$ cat src/sv/assert_macros.svh
`ifndef ASSERT_MACROS_SVH
`define ASSERT_MACROS_SVH

// Check on the rising clock edge, masked while reset is high.
`define RPLS_ASSERT(lbl, clk, rst, prop, msg) \
   lbl: assert property (@(posedge clk) disable iff (rst) prop) else $error(msg);

// Check on the rising clock edge, also during reset.
`define RPLS_ASSERT_NR(lbl, clk, prop, msg) \
   lbl: assert property (@(posedge clk) prop) else $error(msg);

`endif

$ cat src/sv/rpls_pkg.sv
package rpls_pkg;

   localparam int MaxVarsDef = 8;
   localparam int AccW       = 72;
   localparam int OneQ16     = 65536;
   localparam int DivNumW    = 48;
   localparam int DivDenW    = 33;

   // action / result kind codes
   localparam logic ActUpdate  = 1'b0;
   localparam logic ActPredict = 1'b1;

   // register indexes
   localparam logic [1:0] CsrForget = 2'd0;
   localparam logic [1:0] CsrVars   = 2'd1;
   localparam logic [1:0] CsrEnable = 2'd2;

   localparam logic [16:0] ForgetRst = 17'd62259;
   localparam logic [3:0]  VarsRst   = 4'd8;

   localparam logic signed [AccW-1:0] SatHi = AccW'(2147483647);
   localparam logic signed [AccW-1:0] SatLo = -SatHi - AccW'(1);

   typedef enum logic [4:0] {
      S_CLEAR, S_IDLE, S_PRED_MUL, S_PRED_ACC, S_PRED_OUT,
      S_BL_OLD, S_BL_NEW, S_BL_SUM, S_BL_WB, S_PQ_MUL, S_PQ_RND,
      S_SS_MUL, S_SS_ADD, S_ROOT_GO, S_ROOT_WAIT, S_WDIV_GO, S_WDIV_WAIT,
      S_T_MUL, S_T_ACC, S_T_RND, S_QDIV_GO, S_QDIV_WAIT, S_CF_MUL, S_CF_WB,
      S_DONE
   } state_type;

   typedef enum logic {BlendMean, BlendCov} blend_mode_type;

   function automatic logic signed [31:0] sat32(input logic signed [AccW-1:0] v);
      logic signed [31:0] r;
      if (v > SatHi) r = 32'sh7FFF_FFFF;
      else if (v < SatLo) r = 32'sh8000_0000;
      else r = v[31:0];
      return r;
   endfunction

   // round half up to Q16.16, then saturate
   function automatic logic signed [31:0] rnd_sat32(input logic signed [AccW-1:0] v);
      logic signed [AccW-1:0] t;
      t = (v + AccW'(32768)) >>> 16;
      return sat32(t);
   endfunction

   function automatic logic [31:0] abs32(input logic signed [31:0] v);
      logic [31:0] r;
      r = v[31] ? 32'(-v) : 32'(v);
      return r;
   endfunction

   // signed, saturated value of a quotient magnitude
   function automatic logic signed [31:0] quo_sat(input logic [DivNumW:0] q, input logic neg);
      logic signed [31:0] r;
      if (neg) begin
         if (q > (DivNumW+1)'(33'h8000_0000)) r = 32'sh8000_0000;
         else r = -$signed(q[31:0]);
      end else begin
         if (q > (DivNumW+1)'(32'h7FFF_FFFF)) r = 32'sh7FFF_FFFF;
         else r = $signed(q[31:0]);
      end
      return r;
   endfunction

endpackage

$ cat src/sv/rpls_div.sv
module rpls_div import rpls_pkg::*; (
   input  logic               clock,
   input  logic               reset,
   input  logic               start,
   input  logic [DivNumW-1:0] num,
   input  logic [DivDenW-1:0] den,
   output logic               done,
   output logic [DivNumW:0]   quo
);
   localparam int NW = DivNumW + 1;
   localparam int CntW = $clog2(NW + 1);

   logic [NW-1:0]      dvd_ff;
   logic [DivDenW-1:0] rem_ff;
   logic [DivDenW-1:0] den_ff;
   logic [CntW-1:0]    cnt_ff;
   logic               run_ff;
   logic               done_ff;
   logic [DivDenW:0]   trial;
   logic               fits;

   assign trial = {rem_ff, dvd_ff[NW-1]};
   assign fits  = trial >= {1'b0, den_ff};

   // one quotient bit a cycle; quotient shifts into the dividend register
   always_ff @(posedge clock) begin
      if (reset) begin
         run_ff  <= 1'b0;
         done_ff <= 1'b0;
         cnt_ff  <= '0;
      end else begin
         done_ff <= 1'b0;
         if (start) begin
            dvd_ff <= NW'(num) + NW'(den >> 1);
            rem_ff <= '0;
            den_ff <= den;
            cnt_ff <= CntW'(NW);
            run_ff <= 1'b1;
         end else if (run_ff) begin
            rem_ff <= fits ? DivDenW'(trial - {1'b0, den_ff}) : trial[DivDenW-1:0];
            dvd_ff <= {dvd_ff[NW-2:0], fits};
            cnt_ff <= cnt_ff - CntW'(1);
            if (cnt_ff == CntW'(1)) begin
               run_ff  <= 1'b0;
               done_ff <= 1'b1;
            end
         end
      end
   end

   assign done = done_ff;
   assign quo  = dvd_ff;
endmodule

$ cat config.mk
export PLATFORM = sky130hd
export DESIGN_NAME = rpls_div
export DESIGN_NICKNAME = d
export VERILOG_FILES = /design/src/sv/assert_macros.svh /design/src/sv/rpls_pkg.sv /design/src/sv/rpls_div.sv
export SDC_FILE = /design/constraint.sdc
export NUM_CORES = 1
export LEC_CHECK = 0
export BUFFER_PORTS_ARGS = -buffer_cell sky130_fd_sc_hd__buf_4
export CAP_MARGIN = 20
export CORE_MARGIN = 2
export CORE_UTILIZATION = 32
export CTS_BUF_LIST = sky130_fd_sc_hd__clkbuf_2 sky130_fd_sc_hd__clkbuf_4 sky130_fd_sc_hd__clkbuf_8
export DETAILED_ROUTE_END_ITERATION = 16
export PLACE_DENSITY = 0.58
export SYNTH_ARGS = -nofsm -noshare
export SYNTH_HDL_FRONTEND = slang
export SYNTH_SLANG_ARGS = --single-unit
$ cat constraint.sdc
create_clock -name clock -period 7.83 [get_ports clock]
set_input_delay 0.783 -clock clock [delete_from_list [all_inputs] [get_ports clock]]
set_output_delay 0.783 -clock clock [all_outputs]
set_load 0.005 [all_outputs]
==> impl_metrics.toml <==
[cells_and_area]
final-seq-area_mm2 = 0.00361
areaGrowthSynthToFinish_pct = 19.8
final_cells = 1364
drive_gt1_frac = 0.205
final_util = 0.388
multi_input_area_mm2 = 0.00476
final_area_mm2 = 0.0104
nets = 1163
fill_cells = 2668
antenna_cells = 0

[global_route]
grt_use_met1 = 0.213
gr-total-overflow = 0
use_met2 = 0.258
global_route.usage.met3 = 0.0278
grt_pass1_vias = 6926
grt_max_degree = 66
grt_first_pass_wirelength_um = 36300
grt_util_all_layers = 0.160
busiest_layer = "met2"
antenna_found_initial = 0

[synthesis]
synth_nets = 1039
yosys.area.top_type = "edfxtp_1"
synth_seq_area_share = 0.415
synth_area_mm2 = 0.00871
synth.most_common_cell = "edfxtp_1"
netlist_instances = 886
synthArstFlopShare = 0
synth_edf_count = 115
yosysWarnings = 0
synthTopCellsByArea = "edfxtp_1, ha_1, a21oi_1, xnor2_1, xor2_1"
synth_top_area_share = 0.396
yosys-top-cells-count = "edfxtp_1, a21oi_1, nand2_1, nor2_1, ha_1"
syn_avg_cell_area_um2 = 9.83
ys_ff_latch = 123
synth_ff_type = "edfxtp_1"
ys_types = 69

[timing]
finalCritPeriodShare = 0.488
setup_tns_ns = 0
setup_viol = 0
layout_min_cycle_time_ns = 3.82
whs_ns = 0.504
rsz0062_at_grt = "false"
slew_headroom = 0.347
drv_slew = 0
worst_pin_slew_ns = 0.977
worst_clock_skew_ns = 0.0193
hold_viol_final = 0
fmax_mhz = 262
setup_slack_ns = 4.01

[clocking]
cts_repair_resize_count = 0
clkLatencyLatePin_ns = 0.45
cts_buffers = 17
cts.sinks = 123
htree_levels = 4
path_clk_slew_ns = 0.08
postCtsHoldBufs = 0
cts_tree = "done"
clockBufferDepth = 2
cts-root-buf = "clkbuf_8"
postCtsSetupBuffers = 0

[critical_path]
cpPeakStageDelay_ns = 0.47
cp_cell_sequence = "inv_1 -> ha_1 -> inv_1 -> fa_1 -> a21o_1 -> a221oi_2 -> o22a_1 -> a21oi_1 -> o2111ai_1 -> and4_1 -> or2_0 -> buf_4 -> mux2i_1 -> nor2_1"
crit_top_cell = "inv_1"
crit_buf_inv = 3
cp-end-kind = "register"
worst_ep_required_time_ns = 8.01
cp_top_family = "compound AO/OA/AOI/OAI gates"
worstPathArrival_ns = 4.00
cpMaxStageDelayCell = "edfxtp_1"
path_max_fanout = 10
path_class = "register to register"
cp-start-kind = "register"

[die]
die-area_mm2 = 0.0286
die_w_um = 169
rows = 60
io_pins = 134
start_util = 0.324
fp.dieH_um = 169
core_mm2 = 0.0269

[route]
routed-via-count = 6952
drt_wl_total_um = 22300
drc = 0
viasPerCell = 5.10
ant_nets = 0
dr.pass1.iters = 5
drtIter0Drc = 413
routedWlPerCell_um = 16.3

[placed_design]
dp.cells = 1332
dp_hpwl_um = 17000
io_buffers = 133
dpl_cell_area_mm2 = 0.0100
pre_cts_ws_ns = 3.77
place.gp.congestion = 0.894

[run_status]
outcome = "finished, final reports clean"

[job]
cap_violations = 0

[power_and_ir_drop]
finalPower_mw = 2.11
ir_drop_mv = 0.0939
power.density_mw_per_mm2 = 202
p_leak_nw = 4.36

[hold_path]
hold_path_class = "input pin to register"
[routing by layer]
metal	part of all wire	routed length, µm
met2	0.47	10500
met1	0.47	10400
met5	0	0
met4	0.029	641
met3	0.033	727
[worst reg2reg max path, cell delays in order, from the launching register on]
cell and delay [ns]:
edfxtp_1 0.47, inv_1 0.09, ha_1 0.16, inv_1 0.05, fa_1 0.39, a21o_1 0.20
a221oi_2 0.41, o22a_1 0.23, a21oi_1 0.12, o2111ai_1 0.28, and4_1 0.27, or2_0 0.33
buf_4 0.28, mux2i_1 0.21, nor2_1 0.05
[cell type report]
cell class / instances / area share
repair buffers: 137 / 0.0985
clock buffers: 20 / 0.0258
flip-flops and latches: 123 / 0.346
multi-input cells: 682 / 0.456
inverters: 49 / 0.0176
clock inverters: 12 / 0.0153
well taps: 341 / 0.0409
[final timing paths]
check | from | endpoint | slack, ns | cells past startpoint
min reg2reg | cnt_ff[1]$_SDFFE_PP0P_ | cnt_ff[1]$_SDFFE_PP0P_ | 0.51 | 2
min | den[0] | den_ff[0]$_DFFE_PP_ | 0.50 | 1
max | quo[48]$_DFFE_PP_ | rem_ff[1]$_SDFFCE_PP0P_ | 4.01 | 14
max reg2reg | quo[48]$_DFFE_PP_ | rem_ff[1]$_SDFFCE_PP0P_ | 4.01 | 14
[kinds of logic (layout without fill, tap and decap cells)]
kind of cell | Yosys count | after routing | synth area share
buffers and inverters | 81 | 218 | 0.0414
flip-flops | 123 | 123 | 0.415
AND/OR/NAND/NOR | 250 | 250 | 0.133
multiplexers | 43 | 43 | 0.0533
adder cells (fa/ha/maj) | 69 | 69 | 0.101
XOR/XNOR | 77 | 77 | 0.0774
AO/OA/AOI/OAI | 243 | 243 | 0.180
[placed cells by master (no fill, tap or decap), types with 22 or more instances in the layout]
cell      netlist  layout
edfxtp_1      115     115
ha_1           67      67
nand2_1        79      79
o21ai_0        27      27
nand3_1        22      22
mux2_2         27      27
inv_1          48      48
a21oi_1       101     101
xnor2_1        40      40
nor2_1         79      76
a21o_1         34      34
buf_4           6     137
xor2_1         37      37
[registers in the layout, indices dropped and copies added, names as in the netlist]
signal,cells
quo,49
rem_ff,33
run_ff,1
den_ff,33
done,1
cnt_ff,6
[report_power, final]
part | switching, mW | total (mW) | internal [mW] | leakage [nW]
Sequential | 0.0313 | 0.833 | 0.801 | 1.16
Combinational | 0.358 | 0.649 | 0.291 | 2.98
Clock | 0.290 | 0.630 | 0.340 | 0.222
Total | 0.679 | 2.11 | 1.43 | 4.36
No activity file was read; power rests on OpenSTA's default activity.
