### src/sv/assert_macros.svh
`ifndef ASSERT_MACROS_SVH
`define ASSERT_MACROS_SVH

// Check on the rising clock edge, masked while reset is high.
`define RPLS_ASSERT(lbl, clk, rst, prop, msg) \
   lbl: assert property (@(posedge clk) disable iff (rst) prop) else $error(msg);

// Check on the rising clock edge, also during reset.
`define RPLS_ASSERT_NR(lbl, clk, prop, msg) \
   lbl: assert property (@(posedge clk) prop) else $error(msg);

`endif

### src/sv/rpls_pkg.sv
package rpls_pkg;

   localparam int MaxVarsDef = 8;
   localparam int AccW       = 72;
   localparam int OneQ16     = 65536;
   localparam int DivNumW    = 48;
   localparam int DivDenW    = 33;

   // action / result kind codes
   localparam logic ActUpdate  = 1'b0;
   localparam logic ActPredict = 1'b1;

   // register indexes
   localparam logic [1:0] CsrForget = 2'd0;
   localparam logic [1:0] CsrVars   = 2'd1;
   localparam logic [1:0] CsrEnable = 2'd2;

   localparam logic [16:0] ForgetRst = 17'd62259;
   localparam logic [3:0]  VarsRst   = 4'd8;

   localparam logic signed [AccW-1:0] SatHi = AccW'(2147483647);
   localparam logic signed [AccW-1:0] SatLo = -SatHi - AccW'(1);

   typedef enum logic [4:0] {
      S_CLEAR, S_IDLE, S_PRED_MUL, S_PRED_ACC, S_PRED_OUT,
      S_BL_OLD, S_BL_NEW, S_BL_SUM, S_BL_WB, S_PQ_MUL, S_PQ_RND,
      S_SS_MUL, S_SS_ADD, S_ROOT_GO, S_ROOT_WAIT, S_WDIV_GO, S_WDIV_WAIT,
      S_T_MUL, S_T_ACC, S_T_RND, S_QDIV_GO, S_QDIV_WAIT, S_CF_MUL, S_CF_WB,
      S_DONE
   } state_type;

   typedef enum logic {BlendMean, BlendCov} blend_mode_type;

   function automatic logic signed [31:0] sat32(input logic signed [AccW-1:0] v);
      logic signed [31:0] r;
      if (v > SatHi) r = 32'sh7FFF_FFFF;
      else if (v < SatLo) r = 32'sh8000_0000;
      else r = v[31:0];
      return r;
   endfunction

   // round half up to Q16.16, then saturate
   function automatic logic signed [31:0] rnd_sat32(input logic signed [AccW-1:0] v);
      logic signed [AccW-1:0] t;
      t = (v + AccW'(32768)) >>> 16;
      return sat32(t);
   endfunction

   function automatic logic [31:0] abs32(input logic signed [31:0] v);
      logic [31:0] r;
      r = v[31] ? 32'(-v) : 32'(v);
      return r;
   endfunction

   // signed, saturated value of a quotient magnitude
   function automatic logic signed [31:0] quo_sat(input logic [DivNumW:0] q, input logic neg);
      logic signed [31:0] r;
      if (neg) begin
         if (q > (DivNumW+1)'(33'h8000_0000)) r = 32'sh8000_0000;
         else r = -$signed(q[31:0]);
      end else begin
         if (q > (DivNumW+1)'(32'h7FFF_FFFF)) r = 32'sh7FFF_FFFF;
         else r = $signed(q[31:0]);
      end
      return r;
   endfunction

endpackage

### src/sv/rpls_sqrt.sv
module rpls_sqrt import rpls_pkg::*; (
   input  logic        clock,
   input  logic        reset,
   input  logic        start,
   input  logic [63:0] value,
   output logic        done,
   output logic [31:0] root
);
   logic [63:0] v_ff;
   logic [63:0] res_ff;
   logic [63:0] bit_ff;
   logic        run_ff;
   logic        done_ff;
   logic [63:0] trial;

   assign trial = res_ff + bit_ff;

   // shift-and-subtract root: each step yields one root bit from two radicand bits
   always_ff @(posedge clock) begin
      if (reset) begin
         run_ff  <= 1'b0;
         done_ff <= 1'b0;
      end else begin
         done_ff <= 1'b0;
         if (start) begin
            v_ff   <= value;
            res_ff <= '0;
            bit_ff <= 64'h4000_0000_0000_0000;
            run_ff <= 1'b1;
         end else if (run_ff) begin
            if (v_ff >= trial) begin
               v_ff   <= v_ff - trial;
               res_ff <= (res_ff >> 1) + bit_ff;
            end else begin
               res_ff <= res_ff >> 1;
            end
            bit_ff <= bit_ff >> 2;
            if (bit_ff == 64'd1) begin
               run_ff  <= 1'b0;
               done_ff <= 1'b1;
            end
         end
      end
   end

   assign done = done_ff;
   assign root = res_ff[31:0];
endmodule

### config.mk
export PLATFORM = sky130hd
export DESIGN_NAME = rpls_sqrt
export DESIGN_NICKNAME = d
export VERILOG_FILES = /design/src/sv/assert_macros.svh /design/src/sv/rpls_pkg.sv /design/src/sv/rpls_sqrt.sv
export SDC_FILE = /design/constraint.sdc
export NUM_CORES = 1
export LEC_CHECK = 0
export BUFFER_PORTS_ARGS = -buffer_cell sky130_fd_sc_hd__buf_2
export CAP_MARGIN = 20
export CORE_ASPECT_RATIO = 1.4
export CORE_MARGIN = 1
export CORE_UTILIZATION = 68
export CTS_CLUSTER_DIAMETER = 120
export DETAILED_ROUTE_END_ITERATION = 8
export GPL_ROUTABILITY_DRIVEN = 1
export GPL_TIMING_DRIVEN = 0
export HOLD_SLACK_MARGIN = 0.1
export PLACE_DENSITY = 0.88
export REMOVE_ABC_BUFFERS = 1
export SLEW_MARGIN = 20
export SYNTH_ARGS = -nofsm -noshare
export SYNTH_HDL_FRONTEND = slang
export SYNTH_SLANG_ARGS = --single-unit
### constraint.sdc
create_clock -name clock -period 22.1 [get_ports clock]
set_clock_uncertainty 0.1 [all_clocks]
set_input_delay 2.21 -clock clock [delete_from_list [all_inputs] [get_ports clock]]
set_output_delay 2.21 -clock clock [all_outputs]
set_load 0.01 [all_outputs]
==> results.txt <==
- Count of input and output buffers: 99
- From bottom edge to top edge, the die measures 177.9 µm.
- The worst setup path is captured at a register.
- EDFF count, synth: 160
- After synthesis, the largest family of logic cells by area is compound AO/OA/AOI/OAI gates.
- The core region is 21780 µm².
- The clock passes through at most 2 buffers.
* Die width: 127.7 µm
* Setup total negative slack: 0 ps
- The worst path uses 34.41% of the clock period.
- Fin cells: 2070
- Total clock sinks: 162
- The number of antenna diodes in the final layout is 0.
* Worst-skew pair later-pin latency: 460 ps
- The worst setup path is launched from a register.
* Crit-path slowest cell: sky130_fd_sc_hd__inv_2
- Mux share of post-synthesis cell area: 0.6325%
- Post-cts resize count: 0
* Total die area: 22720 µm²
- At the worst endpoint, the required time is 22210 ps.
- In the routed design, unresolved DRC markers number 0.
- Iteration count of the initial detailed-routing pass: 7
- Max-Cap Viols: 0
- The first routing iteration left 1185 violations.
- Capture point of the worst reg-to-reg path: res_ff[55]$_SDFFCE_PP0P_
* Starting utilization of the core area: 69.03%
- Core Util, Final: 74.62%
- Of the total power, the clock network draws 21.1%.
* Tot GR Track Use: 37.49%
* Startpoint of the worst register-to-register path: bit_ff[0]$_SDFFCE_PP0P_
- Counting flops with an async set or reset pin after synthesis yields a share of 0%.
- Across all setup checks in the final design, the least slack found is 14500 ps.
* Xor/xnor share of the synthesized area: 9.845%
- Combinational power share: 48.4%
- After detailed routing, the average wire length per cell comes to 20.44 µm.
* Postcts setup bufs: 0
* Area of the mapped netlist: 15030 µm²
* Worst Reg2Reg Path Length in Cells: 23
- In this run the worst path has a maximum fanout of 51.
* TritonCTS clock tree: yes
- In this run, CTS created clock tree buffers numbering 17.
- Number of antenna violations at the first check in global routing: 0
- Post-route ant nets: 0
* Kind of path behind the tightest hold check: reg2reg
- Pin placement for this block handled 100 I/O pins.
- Total setup violations reported at the end of the flow: 0
* Number of vias per cell after detailed routing: 6.585
- Cells traversed along the worst timing path: ha_1 -> ha_1 -> a21o_1 -> a31oi_1 -> o21ai_0 -> a21o_1 -> a21boi_0 -> o21ai_0 -> a21oi_1 -> o21ai_0 -> a21o_1 -> nand2_1 -> xor2_1 -> ha_1 -> nand4_1 -> nor4_1 -> o2111ai_1 -> o32ai_4 -> nor2_4 -> buf_12 -> inv_2 -> o21ai_0 -> mux2_2
- Setup repair after global routing left no endpoint under its margin.
- The worst pin sits at a relative slew slack of 35.70%.
- Counting stages on the worst path, the most repeated cell is sky130_fd_sc_hd__o21ai_0.
* Min-Delay Startpoint: run_ff$_SDFF_PP0_
- Derived from the worst setup path, the maximum achievable clock frequency is 131.5 MHz.
- For hold timing, the worst endpoint is done$_SDFF_PP0_.
- Number of global-route vias before repair: 13340
* Cells on Worst Hold Path: 1
- Count of state elements after synthesis: 162
* Power share of the sequential group: 30.5%
- Layout-stage area growth over the synthesis result: 8.097%
* Worst slack after detailed placement: 14780 ps
- Summed over all cells, the static leakage comes to 6.242 nW.
- Start-to-end type of the worst setup path: reg2reg
* Predominant post-synthesis flop cell: sky130_fd_sc_hd__edfxtp_1
* Number of hold-slack violations in the final timing report: 0
* Overall overflow remaining after global route: 0
* Total count of max-transition violations in the final report: 0
- The H-tree was split into 4 levels.
- Internal power comes to 0.8171 mW.
- The share of the Yosys chip area taken by registers is 32.22%.
- Measured slew at the worst slew-check pin: 952.1 ps
- Wire length of the first global-routing pass: 65.61 mm
- Switching Share: 42.90%
- The critical path contains buffers and inverters numbering 2 combined.
- For this run, the slowest stage of the critical path takes 660 ps.
- Compound-gate portion of the synthesized area: 23.95%
- Detailed-route via count: 13630
- Final worst path period need: 7604 ps
- Area share of and/or/nand/nor cells after synthesis: 17.97%
- Root buffer cell: sky130_fd_sc_hd__clkbuf_16
- Worst-case register-to-register setup slack: 14500 ps
* Total wire length after detailed routing: 42.31 mm
- After Yosys synthesis, full adders, half adders and majority gates account for 10.95% of the synthesized area.
* Post-layout net count: 1958
* Post-CTS Hold Buffers: 0
* Warning count from the yosys run: 0
- Clock-pin slew was measured on the worst setup and hold paths at 80 ps.
- Average instance area after synthesis: 8.665 µm²
- Counting tap cells, the placed design contains a total of 2038 instances.
- Entering global routing, the biggest net connects 112 pins.
- Net Sw Power: 0.6139 mW
- Critical Path AT: 7720 ps
* Synth Instances: 1735
- Placement row count: 64
- Critical path's top delay family: compound AO/OA/AOI/OAI gates
* Run status: finished, final reports clean
- The congestion estimate from routability-driven global placement came to 0.9568.
- Synthesis instantiated 81 different standard cells from the library.
- Proportion of layout cells with a drive suffix above 1: 11.22%
- Worst VDD drop: 0.06277 mV
- The wire-length estimate of the detail-placed layout is 31.78 mm.
- For this design the ratio of total power to cell area is 88.05 nW/µm².
-- power groups by stage --
| stage | registers (mW) | clock network (mW) | logic [mW] |
|---|---|---|---|
| after global routing | 0.439 | 0.310 | 0.761 |
| after CTS | 0.435 | 0.302 | 0.681 |
| final | 0.436 | 0.302 | 0.693 |
| after global placement | 0.447 | 0 | 0.646 |
| after floorplan | 0.431 | 0 | 0.500 |
| after detailed placement | 0.441 | 0 | 0.674 |
-- area by class of cell --
cell class / count / area [µm²]
well taps: 297 / 371.6
inverters: 38 / 142.6
clock buffers: 17 / 425.4
flip-flops and latches: 162 / 4845
multi-input cells: 1433 / 9569
repair buffers: 108 / 738.2
clock inverters: 15 / 160.2
fillers: 1661 / 5529
-- cells by family after synthesis --
family / count (synthesis)
flip-flops: 162
multiplexers: 9
AO/OA/AOI/OAI: 559
adder cells (fa/ha/maj): 131
AND/OR/NAND/NOR: 565
buffers and inverters: 140
XOR/XNOR: 169
-- layout by cell type, fill, tap and decap left out, types with 9 or more instances in the layout --
master,n
sky130_fd_sc_hd__nor4_1,14
sky130_fd_sc_hd__and2_1,15
sky130_fd_sc_hd__xor2_1,82
sky130_fd_sc_hd__clkbuf_16,17
sky130_fd_sc_hd__a31o_2,17
sky130_fd_sc_hd__o21ai_0,159
sky130_fd_sc_hd__o21bai_1,31
sky130_fd_sc_hd__nor2b_1,53
sky130_fd_sc_hd__buf_2,98
sky130_fd_sc_hd__ha_1,130
sky130_fd_sc_hd__inv_1,37
sky130_fd_sc_hd__a21o_1,45
sky130_fd_sc_hd__nand3_1,34
sky130_fd_sc_hd__nand2b_1,9
sky130_fd_sc_hd__a31oi_1,65
sky130_fd_sc_hd__o31ai_1,10
sky130_fd_sc_hd__xnor2_1,87
sky130_fd_sc_hd__nand2_1,181
sky130_fd_sc_hd__nor3_1,29
sky130_fd_sc_hd__nand4_1,36
sky130_fd_sc_hd__or3_1,11
sky130_fd_sc_hd__o21a_1,10
sky130_fd_sc_hd__nor2_1,145
sky130_fd_sc_hd__and3_1,13
sky130_fd_sc_hd__a211oi_1,25
sky130_fd_sc_hd__edfxtp_1,160
sky130_fd_sc_hd__a21oi_1,119
-- through the flow --
| stage | hold slack [ps] | area (µm²) | power (mW) |
|---|---|---|---|
| floorplan | 363.5 | 14510 | 0.9309 |
| global placement | 370.4 | 15380 | 1.092 |
| detailed placement | 399.7 | 15670 | 1.115 |
| CTS | 415.7 | 16250 | 1.417 |
| global route | 425.7 | 16250 | 1.509 |
| finish | 413.2 | 16250 | 1.431 |
-- per-layer routing --
layer	global-route usage [%]	share of wire (%)	vias up
met3	5.638	5.4	195
met1	38.15	36	6324
li1	-	-	6483
met4	28.92	7.8	0
met2	68.53	51	629
met5	0	0	-
-- worst reg2reg max path, cell delays in order, from the launching register on --
cell and delay (ps):
sky130_fd_sc_hd__edfxtp_1 490, sky130_fd_sc_hd__ha_1 250, sky130_fd_sc_hd__ha_1 220, sky130_fd_sc_hd__a21o_1 210
sky130_fd_sc_hd__a31oi_1 320, sky130_fd_sc_hd__o21ai_0 310, sky130_fd_sc_hd__a21o_1 290, sky130_fd_sc_hd__a21boi_0 470
sky130_fd_sc_hd__o21ai_0 290, sky130_fd_sc_hd__a21oi_1 240, sky130_fd_sc_hd__o21ai_0 130, sky130_fd_sc_hd__a21o_1 210
sky130_fd_sc_hd__nand2_1 70, sky130_fd_sc_hd__xor2_1 80, sky130_fd_sc_hd__ha_1 430, sky130_fd_sc_hd__nand4_1 240
sky130_fd_sc_hd__nor4_1 540, sky130_fd_sc_hd__o2111ai_1 290, sky130_fd_sc_hd__o32ai_4 480, sky130_fd_sc_hd__nor2_4 220
sky130_fd_sc_hd__buf_12 240, sky130_fd_sc_hd__inv_2 680, sky130_fd_sc_hd__o21ai_0 240, sky130_fd_sc_hd__mux2_2 320
-- flip-flops by register name, summed over array words and instances (netlist names) --
| name | count |
|---|---|
| res_ff | 64 |
| run_ff | 1 |
| done | 1 |
| bit_ff | 32 |
| v_ff | 64 |
-- how the worst max path moves through the flow --
| stage | slack [ps] | depth (start not counted) | to | start |
|---|---|---|---|---|
| 3_5_place_dp | 14780 | 24 | res_ff[55]$_SDFFCE_PP0P_ | bit_ff[0]$_SDFFCE_PP0P_ |
| 2_1_floorplan | 10210 | 3 | v_ff[0]$_DFFE_PP_ | start |
| 5_1_grt | 14050 | 23 | res_ff[55]$_SDFFCE_PP0P_ | bit_ff[0]$_SDFFCE_PP0P_ |
| 3_3_place_gp | 3370 | 4 | v_ff[53]$_DFFE_PP_ | start |
| 4_1_cts | 14730 | 24 | res_ff[55]$_SDFFCE_PP0P_ | bit_ff[0]$_SDFFCE_PP0P_ |
| 6_report | 14500 | 23 | res_ff[55]$_SDFFCE_PP0P_ | bit_ff[0]$_SDFFCE_PP0P_ |
-- synthesized netlist by cell type, drive strengths merged (5+ instances only) --
library cell	instances	share of area (%)
nand2	181	4.5
o21ai	169	5.7
edfxtp	160	32
nor2	147	3.7
ha	130	11
a21oi	122	4.1
xnor2	87	5.1
xor2	82	4.8
a31oi	66	2.8
clkbuf	56	1.4
nor2b	53	2.2
buf	46	2.1
a21o	45	2.2
inv	38	0.95
nand4	37	1.6
nand3	34	1.1
o21bai	31	1.5
nor3	29	0.97
a211oi	26	1.3
a31o	17	0.99
and2	16	0.67
nor4	15	0.72
and3	14	0.62
o31ai	14	0.89
or3	11	0.46
o21a	10	0.50
a21boi	9	0.45
nand2b	9	0.37
o211ai	8	0.49
mux2i	5	0.33
or2	5	0.21
Note: power is estimated with default switching activity, not from simulation.
